===== config.mk =====
export PLATFORM = sky130hd
export DESIGN_NAME = tof_zone_presence_fusion
export DESIGN_NICKNAME = d
export VERILOG_FILES = /design/src/rtl/core/tzpf_pkg.sv /design/src/rtl/core/tof_zone_presence_fusion.sv
export SDC_FILE = /design/constraint.sdc
export NUM_CORES = 1
export LEC_CHECK = 0
export BUFFER_PORTS_ARGS = -buffer_cell sky130_fd_sc_hd__buf_4
export CAP_MARGIN = 20
export CORE_ASPECT_RATIO = 1.4
export CORE_MARGIN = 10
export CORE_UTILIZATION = 62
export DETAILED_ROUTE_END_ITERATION = 8
export GPL_ROUTABILITY_DRIVEN = 0
export PLACE_DENSITY = 0.83
export SLEW_MARGIN = 30
export SYNTH_ARGS = -nofsm -noshare
export SYNTH_HDL_FRONTEND = slang
export SYNTH_SLANG_ARGS = --single-unit

===== constraint.sdc =====
create_clock -name clk_i -period 4.9 [get_ports clk_i]
set_input_delay 0.735 -clock clk_i [delete_from_list [all_inputs] [get_ports clk_i]]
set_output_delay 0.735 -clock clk_i [all_outputs]
set_load 0.02 [all_outputs]

===== src/rtl/core/tzpf_pkg.sv =====
// ----------------------------------------------------------------------------
// tzpf_pkg
// Shared widths, status codes and register indexes for the zone presence
// fusion block.
// ----------------------------------------------------------------------------
package tzpf_pkg;

  localparam int unsigned IdxW    = 6;   // zone index
  localparam int unsigned DistW   = 16;  // signed distance
  localparam int unsigned MagW    = 15;  // positive distance magnitude
  localparam int unsigned StatW   = 8;
  localparam int unsigned MotW    = 5;
  localparam int unsigned NearW   = 7;
  localparam int unsigned TotW    = 17;  // centre sum
  localparam int unsigned HitW    = 3;
  localparam int unsigned CntW    = 8;   // streak and latch
  localparam int unsigned MapW    = 24;
  localparam int unsigned CfgIdxW = 3;
  localparam int unsigned CfgDatW = 24;

  localparam logic [StatW-1:0] StatusValidA = 8'd5;
  localparam logic [StatW-1:0] StatusValidB = 8'd9;

  typedef enum logic [CfgIdxW-1:0] {
    REG_NEAR_DIST   = 3'd0,
    REG_MIN_NEAR    = 3'd1,
    REG_DEBOUNCE    = 3'd2,
    REG_MOTION_MIN  = 3'd3,
    REG_LATCH_RELD  = 3'd4,
    REG_CENTER_MAP  = 3'd5
  } cfg_reg_e;

endpackage


===== src/rtl/core/tof_zone_presence_fusion.sv =====
// ----------------------------------------------------------------------------
// tof_zone_presence_fusion
// Per-frame presence and motion fusion over a stream of ranging zones.
// ----------------------------------------------------------------------------
// Each zone word is captured and then walks the centre slots in turn, since
// a single index comparator and accumulator serve all the slots (the near
// test rides along with the first slot). The last zone of a frame adds the
// close-out: a bit-serial restoring divider for the centre mean (skipped
// when no centre zone hit) and a final state that updates debounce, motion
// latch and fusion and loads the result register. That final state waits
// while a previous result word is still stalled at the output.
// Zone input is stalled throughout the per-word work.
module tof_zone_presence_fusion #(
  parameter int unsigned ZONES        = 64,
  parameter int unsigned CENTER_COUNT = 4
) (
  input  logic                          clk_i,
  input  logic                          rst_ni,
  // configuration
  input  logic                          cfg_valid_i,
  output logic                          cfg_ready_o,
  input  logic [tzpf_pkg::CfgIdxW-1:0]  cfg_index_i,
  input  logic [tzpf_pkg::CfgDatW-1:0]  cfg_data_i,
  // zone input
  input  logic                          in_valid_i,
  output logic                          in_stall_o,
  input  logic [tzpf_pkg::IdxW-1:0]     zone_index_i,
  input  logic signed [tzpf_pkg::DistW-1:0] zone_distance_i,
  input  logic [tzpf_pkg::StatW-1:0]    zone_status_i,
  input  logic                          last_zone_i,
  input  logic [tzpf_pkg::MotW-1:0]     motion_count_i,
  // frame result
  output logic                          out_valid_o,
  input  logic                          out_stall_i,
  output logic                          fused_present_o,
  output logic                          presence_confirmed_o,
  output logic                          presence_flipped_o,
  output logic                          fused_flipped_o,
  output logic [tzpf_pkg::NearW-1:0]    near_zones_o,
  output logic                          center_ok_o,
  output logic [tzpf_pkg::MagW-1:0]     center_mean_mm_o,
  output logic [tzpf_pkg::MotW-1:0]     motion_count_echo_o,
  output logic [tzpf_pkg::CntW-1:0]     latch_level_o
);
  import tzpf_pkg::*;

  localparam int unsigned SlotW   = (CENTER_COUNT > 1) ? $clog2(CENTER_COUNT) : 1;
  localparam int unsigned DivCtrW = $clog2(TotW);

  localparam logic [SlotW-1:0]   LastSlot  = SlotW'(CENTER_COUNT - 1);
  localparam logic [NearW-1:0]   ZonesLim  = NearW'(ZONES);
  localparam logic [HitW-1:0]    HitsLim   = HitW'(CENTER_COUNT);
  localparam logic [DivCtrW-1:0] DivLast   = DivCtrW'(TotW - 1);

  typedef enum logic [1:0] {
    S_IDLE,
    S_SLOT,
    S_DIV,
    S_FIN
  } state_e;

  state_e state_q;

  // configuration registers
  logic [MagW-1:0]  near_dist_q;
  logic [NearW-1:0] min_near_q;
  logic [CntW-1:0]  debounce_q;
  logic [MotW-1:0]  motion_min_q;
  logic [CntW-1:0]  latch_reload_q;
  logic [MapW-1:0]  center_map_q;

  // captured zone word
  logic [IdxW-1:0]  zone_idx_q;
  logic [MagW-1:0]  dist_q;
  logic             usable_q;
  logic             last_q;
  logic [MotW-1:0]  mcount_q;

  // frame and persistent state
  logic [NearW-1:0] near_tally_q;
  logic [TotW-1:0]  center_total_q;
  logic [HitW-1:0]  center_hits_q;
  logic             presence_q;
  logic [CntW-1:0]  flip_streak_q;
  logic [CntW-1:0]  motion_latch_q;
  logic             fused_prev_q;

  // sequencer and divider
  logic [SlotW-1:0]   slot_q;
  logic [DivCtrW-1:0] div_ctr_q;
  logic [TotW-1:0]    quo_q;
  logic [1:0]         rem_q;

  // result register
  logic             out_valid_q;
  logic             fused_q;
  logic             pres_out_q;
  logic             pres_flip_q;
  logic             fused_flip_q;
  logic [NearW-1:0] near_out_q;
  logic             center_ok_q;
  logic [MagW-1:0]  mean_q;
  logic [MotW-1:0]  mcount_out_q;
  logic [CntW-1:0]  latch_out_q;

  // --- per-slot compare and accumulate ---
  logic [IdxW-1:0]  slot_zone;
  logic             slot_hit;
  logic [TotW-1:0]  total_d;
  logic [HitW-1:0]  hits_d;
  logic             in_accept;
  logic             status_ok;

  assign in_accept = in_valid_i && (state_q == S_IDLE);
  assign status_ok = (zone_status_i == StatusValidA) || (zone_status_i == StatusValidB);

  assign slot_zone = center_map_q[IdxW*slot_q +: IdxW];
  assign slot_hit  = usable_q && (slot_zone == zone_idx_q) && (center_hits_q < HitsLim);
  assign total_d   = slot_hit ? center_total_q + TotW'(dist_q) : center_total_q;
  assign hits_d    = slot_hit ? center_hits_q + HitW'(1) : center_hits_q;

  // --- divider step ---
  logic [2:0] div_trial;
  logic       div_ge;
  logic [2:0] div_diff;

  assign div_trial = {rem_q, quo_q[TotW-1]};
  assign div_ge    = div_trial >= center_hits_q;
  assign div_diff  = div_trial - center_hits_q;

  // --- frame close-out ---
  logic            near_present;
  logic [CntW-1:0] streak_inc;
  logic            presence_d;
  logic            flipped_d;
  logic [CntW-1:0] streak_d;
  logic [CntW-1:0] latch_d;
  logic            fused_d;
  logic            out_free;

  assign near_present = near_tally_q >= min_near_q;
  assign streak_inc   = flip_streak_q + CntW'(1);

  always_comb begin
    presence_d = presence_q;
    flipped_d  = 1'b0;
    streak_d   = '0;
    if (near_present != presence_q) begin
      if (streak_inc >= debounce_q) begin
        presence_d = near_present;
        flipped_d  = 1'b1;
      end else begin
        streak_d = streak_inc;
      end
    end
    if (mcount_q >= motion_min_q) begin
      latch_d = latch_reload_q;
    end else if (motion_latch_q != '0) begin
      latch_d = motion_latch_q - CntW'(1);
    end else begin
      latch_d = '0;
    end
  end

  assign fused_d  = presence_d && (latch_d != '0);
  assign out_free = !out_valid_q || !out_stall_i;

  always_ff @(posedge clk_i or negedge rst_ni) begin
    if (!rst_ni) begin
      state_q        <= S_IDLE;
      near_dist_q    <= 15'd1000;
      min_near_q     <= 7'd8;
      debounce_q     <= 8'd3;
      motion_min_q   <= 5'd1;
      latch_reload_q <= 8'd75;
      center_map_q   <= 24'd9582363;
      zone_idx_q     <= '0;
      dist_q         <= '0;
      usable_q       <= 1'b0;
      last_q         <= 1'b0;
      mcount_q       <= '0;
      near_tally_q   <= '0;
      center_total_q <= '0;
      center_hits_q  <= '0;
      presence_q     <= 1'b0;
      flip_streak_q  <= '0;
      motion_latch_q <= '0;
      fused_prev_q   <= 1'b0;
      slot_q         <= '0;
      div_ctr_q      <= '0;
      quo_q          <= '0;
      rem_q          <= '0;
      out_valid_q    <= 1'b0;
      fused_q        <= 1'b0;
      pres_out_q     <= 1'b0;
      pres_flip_q    <= 1'b0;
      fused_flip_q   <= 1'b0;
      near_out_q     <= '0;
      center_ok_q    <= 1'b0;
      mean_q         <= '0;
      mcount_out_q   <= '0;
      latch_out_q    <= '0;
    end else begin
      if (cfg_valid_i) begin
        case (cfg_index_i)
          REG_NEAR_DIST:  near_dist_q    <= cfg_data_i[MagW-1:0];
          REG_MIN_NEAR:   min_near_q     <= cfg_data_i[NearW-1:0];
          REG_DEBOUNCE:   debounce_q     <= cfg_data_i[CntW-1:0];
          REG_MOTION_MIN: motion_min_q   <= cfg_data_i[MotW-1:0];
          REG_LATCH_RELD: latch_reload_q <= cfg_data_i[CntW-1:0];
          REG_CENTER_MAP: center_map_q   <= cfg_data_i[MapW-1:0];
          default: ;
        endcase
      end

      // the close-out cycle reloads the result register itself
      if (out_valid_q && !out_stall_i && (state_q != S_FIN)) begin
        out_valid_q <= 1'b0;
      end

      case (state_q)
        S_IDLE: begin
          if (in_accept) begin
            zone_idx_q <= zone_index_i;
            dist_q     <= zone_distance_i[MagW-1:0];
            usable_q   <= status_ok && (zone_distance_i > 0) &&
                          ({1'b0, zone_index_i} < ZonesLim);
            last_q     <= last_zone_i;
            mcount_q   <= motion_count_i;
            slot_q     <= '0;
            state_q    <= S_SLOT;
          end
        end
        S_SLOT: begin
          // near test rides along with the first slot
          if (slot_q == '0 && usable_q && dist_q <= near_dist_q &&
              near_tally_q < ZonesLim) begin
            near_tally_q <= near_tally_q + NearW'(1);
          end
          center_total_q <= total_d;
          center_hits_q  <= hits_d;
          quo_q          <= total_d;
          rem_q          <= '0;
          div_ctr_q      <= '0;
          if (slot_q == LastSlot) begin
            if (!last_q) begin
              state_q <= S_IDLE;
            end else if (hits_d == '0) begin
              state_q <= S_FIN;
            end else begin
              state_q <= S_DIV;
            end
          end else begin
            slot_q <= slot_q + SlotW'(1);
          end
        end
        S_DIV: begin
          rem_q     <= div_ge ? div_diff[1:0] : div_trial[1:0];
          quo_q     <= {quo_q[TotW-2:0], div_ge};
          div_ctr_q <= div_ctr_q + DivCtrW'(1);
          if (div_ctr_q == DivLast) begin
            state_q <= S_FIN;
          end
        end
        S_FIN: begin
          if (out_free) begin
            out_valid_q    <= 1'b1;
            fused_q        <= fused_d;
            pres_out_q     <= presence_d;
            pres_flip_q    <= flipped_d;
            fused_flip_q   <= fused_d != fused_prev_q;
            near_out_q     <= near_tally_q;
            center_ok_q    <= center_hits_q != '0;
            mean_q         <= (center_hits_q != '0) ? quo_q[MagW-1:0] : '0;
            mcount_out_q   <= mcount_q;
            latch_out_q    <= latch_d;
            presence_q     <= presence_d;
            flip_streak_q  <= streak_d;
            motion_latch_q <= latch_d;
            fused_prev_q   <= fused_d;
            near_tally_q   <= '0;
            center_total_q <= '0;
            center_hits_q  <= '0;
            state_q        <= S_IDLE;
          end
        end
        default: state_q <= S_IDLE;
      endcase
    end
  end

  assign cfg_ready_o          = 1'b1;
  assign in_stall_o           = (state_q != S_IDLE);
  assign out_valid_o          = out_valid_q;
  assign fused_present_o      = fused_q;
  assign presence_confirmed_o = pres_out_q;
  assign presence_flipped_o   = pres_flip_q;
  assign fused_flipped_o      = fused_flip_q;
  assign near_zones_o         = near_out_q;
  assign center_ok_o          = center_ok_q;
  assign center_mean_mm_o     = mean_q;
  assign motion_count_echo_o  = mcount_out_q;
  assign latch_level_o        = latch_out_q;

endmodule


==> run metrics <==
Post-CTS Hold Buffers=0; vias in the first global route=between 8k and 9k; result of the run=complete, no violations; top fanout value on the critical path=23; count of mapped cells out of synthesis=1028; clock latency on the worst-skew pair=between 0.4 and 0.5 ns; iteration-0 DRC count of the detailed router=792; Floorplan Core Area=16750 sq um; setup repair after global routing missed its margin=false; global-route wire length before repair=around 43 mm; reg-to-reg critical path startpoint=slot_q[0]; endpoint arrival time on the critical path=about 3.2 ns; Top Family by Delay on Critical Path=compound AO/OA/AOI/OAI gates; synth warn=0; library cells used by synthesis=just under 70; total routing resource utilization after global routing=24.11%; # IOs=~110; Synth async-reset ratio=100.0%; area fraction of the dominant cell type after synthesis=41.00%; Relative slew margins=40.56%; height of the chip=about 170 microns; time the final worst path needs with I/O delays and setup=2.900 ns; count of H-tree levels built during CTS=4; count of filler cells inserted in the layout=approximately 1.2k; flop and latch count out of synthesis=approximately 200; initial cell density of the core=a little over three fifths; setup slack after layout=2.000 ns; Final Net Count=1266; Residual DRC=0; ANT cells=0; Main synth FF type=sky130_fd_sc_hd__dfrtp_1; Synth area leader=sky130_fd_sc_hd__dfrtp_1; width of the die=130.3 microns; routed wire length=26.93 mm; Max IR drop VDD=about 0.26 mV; Die Outline Area=22720 sq um; cts repair resizes=0; Power Total=between 6000 and 7000 uW; critical path launch point=slot_q[0]; slowest cell on the critical path=sky130_fd_sc_hd__dfrtp_1; Root Buffer=sky130_fd_sc_hd__clkbuf_16; # port buffers=109; Worst Path Required=5.23 ns; number of sinks handled by clock tree synthesis=199; most used standard cells in the synthesized netlist=173 x sky130_fd_sc_hd__dfrtp_1, 128 x sky130_fd_sc_hd__nand2_1, 88 x sky130_fd_sc_hd__o21ai_0, 76 x sky130_fd_sc_hd__inv_1, 70 x sky130_fd_sc_hd__mux2_2; most frequent cell after synthesis=sky130_fd_sc_hd__dfrtp_1; Stages on worst setup path=8; power density over cell area=540.1 nW/um^2; synthesized area=10560 sq um; chain of cells forming the critical path=mux4_2, xnor2_1, nand4_1, a211oi_4, buf_4, nor3_1, o211a_1, o32a_1; worst min path class=input port to asynchronous set/reset pin; pin count of the biggest net entering global routing=114; Congestion Overflow GR=0; CTS Buffer Depth=2; Post-Route Setup TNS=0 ns; TritonCTS clock tree=done; share of layout cells above drive strength 1=23.20%; share of the cycle needed by the critical path after routing=59.19%; Worst Setup Path Type=register to register; startpoint types=register; drt pass-1 iters=6; post-CTS setup buffers=0; Place WS=about 2.0 ns; HPWL reported at the end of detailed placement=around 19 mm; path depth of the worst reg2reg path=8; biggest area contributors in the synthesized netlist=sky130_fd_sc_hd__dfrtp_1 41%, sky130_fd_sc_hd__ha_1 8.1%, sky130_fd_sc_hd__mux2_2 7.5%, sky130_fd_sc_hd__dfstp_2 6.5%, sky130_fd_sc_hd__nand2_1 4.6%; Max-Cap Viols=0; Final Slew Violations=0; number of nets still failing antenna checks after routing=0; highest clock frequency the design can meet=344.8 MHz; net count after synthesis=1165; worst reg2reg setup slack=2.00 ns; total number of placement rows=56; end of the critical path=state_q[0]; hold violation count in the final report=0; number of CTS-inserted buffers=17; number of antenna violations at the first check in global routing=0; leakage power total=0.005710 uW; Worst Path Buf+Inv=1; count of flip-flops with a built-in enable after synthesis=0; Worst path max stage delay=~0.57 ns; area growth from synthesis to final layout=15.06%; final number of setup-violating endpoints=0; share of synthesized area occupied by flip-flops and latches=a little under half; type of destination of the critical path=register; Synth Area per Inst=10.27 sq um; routed wire length per instance=20.02 microns; actual slew at the worst max-slew pin=0.8915 ns; clock skew=~0.013 ns; clock slew seen by the registers of the worst setup and hold paths=0.08 ns; vias after detailed routing=8343; per-cell via count in the routed design=a little over 6; Critical R2R Capture=state_q[0]
worst min-delay path by stage:
stage / startpoint / to / depth (start not counted)
detailed placement: motion_count_echo_o[1] / motion_count_echo_o[1] / 2
floorplan: rst_ni / asynchronous set/reset pin / 0
global route: rst_ni / latch_level_o[3] / 1
CTS: rst_ni / latch_level_o[3] / 1
global placement: presence_flipped_o / presence_flipped_o / 2
finish: rst_ni / latch_level_o[3] / 1
registers in the layout, summed over array words and instances (netlist names), 6 cells and up, named ones only:
name and cells:
center_map_q 24, center_total_q 17, quo_q 17, center_mean_mm_o 15, dist_q 15, near_dist_q 15
debounce_q 8, flip_streak_q 8, latch_level_o 8, latch_reload_q 8, min_near_q 7, near_tally_q 7
near_zones_o 7, zone_idx_q 6
worst register-to-register path, stage by stage (launching register included):
cell and delay [ns]:
sky130_fd_sc_hd__dfrtp_1 0.57, sky130_fd_sc_hd__mux4_2 0.57, sky130_fd_sc_hd__xnor2_1 0.16, sky130_fd_sc_hd__nand4_1 0.16, sky130_fd_sc_hd__a211oi_4 0.35, sky130_fd_sc_hd__buf_4 0.40, sky130_fd_sc_hd__nor3_1 0.09, sky130_fd_sc_hd__o211a_1 0.21
sky130_fd_sc_hd__o32a_1 0.28
power breakdown:
part | total (uW) | internal [uW] | leakage [uW] | switching [uW]
Clock | 1390 | 735 | 0.000286 | 659
Combinational | 2610 | 1090 | 0.00291 | 1520
Sequential | 2560 | 2130 | 0.00251 | 431
Total | 6560 | 3950 | 0.00571 | 2610
metal layers:
| layer | GRT usage, % | up-vias | wire length (microns) |
|---|---|---|---|
| met3 | 4.050 | 71 | 1387 |
| li1 | - | 3828 | - |
| met2 | 42.56 | 282 | 14160 |
| met5 | 0 | - | 0 |
| met1 | 27.52 | 4162 | 10380 |
| met4 | 10.86 | 0 | 1004 |
final cells by class:
class                           count  area, sq um  area share (%)
Multi-Input combinational cell    713         5089           41.89
Sequential cell                   199         5012           41.26
Timing Repair Buffer              122        935.9           7.704
Clock buffer                       20        456.7           3.759
Inverter                           76        285.3           2.348
Tap cell                          203        254.0           2.091
Clock inverter                     12        115.1          0.9476
per-stage QoR:
stage | area [sq um] | utilization [%] | cells | hold WS [ns]
floorplan | 10560 | - | 1028 | 0.4394
global placement | 11560 | 69.06 | 1313 | 0.4567
detailed placement | 11560 | 69.06 | 1313 | 0.4637
CTS | 12140 | 72.47 | 1345 | 0.4356
global route | 12150 | 72.54 | 1345 | 0.4001
finish | 12150 | 72.54 | 1345 | 0.3160
cells in the final DEF, fill, tap and decap left out, types with 9 or more instances in the layout:
master	count
sky130_fd_sc_hd__nor2_1	33
sky130_fd_sc_hd__clkbuf_16	17
sky130_fd_sc_hd__xor2_1	19
sky130_fd_sc_hd__dfrtp_1	173
sky130_fd_sc_hd__nand2_1	127
sky130_fd_sc_hd__xnor2_1	11
sky130_fd_sc_hd__nor4_1	9
sky130_fd_sc_hd__buf_4	120
sky130_fd_sc_hd__a21oi_1	39
sky130_fd_sc_hd__a22o_1	17
sky130_fd_sc_hd__mux2i_1	20
sky130_fd_sc_hd__inv_1	76
sky130_fd_sc_hd__ha_1	68
sky130_fd_sc_hd__nand2b_1	14
sky130_fd_sc_hd__dfstp_2	26
sky130_fd_sc_hd__mux2_2	70
sky130_fd_sc_hd__o21ai_0	88
sky130_fd_sc_hd__nand3_1	55
sky130_fd_sc_hd__o221ai_1	14
sky130_fd_sc_hd__nor3_1	10
kinds of logic after synthesis:
family | after synthesis | synth area share, %
and+or+nand+nor | 301 | 13.71
AOI/OAI and AO/OA | 218 | 13.23
DFF | 199 | 47.48
buffers and inverters | 116 | 4.563
muxes | 94 | 10.25
adders and majority gates | 69 | 8.248
xor gates and xnor gates | 30 | 2.489
other | 1 | 0.03552
Note: power is estimated with default switching activity, not from simulation.
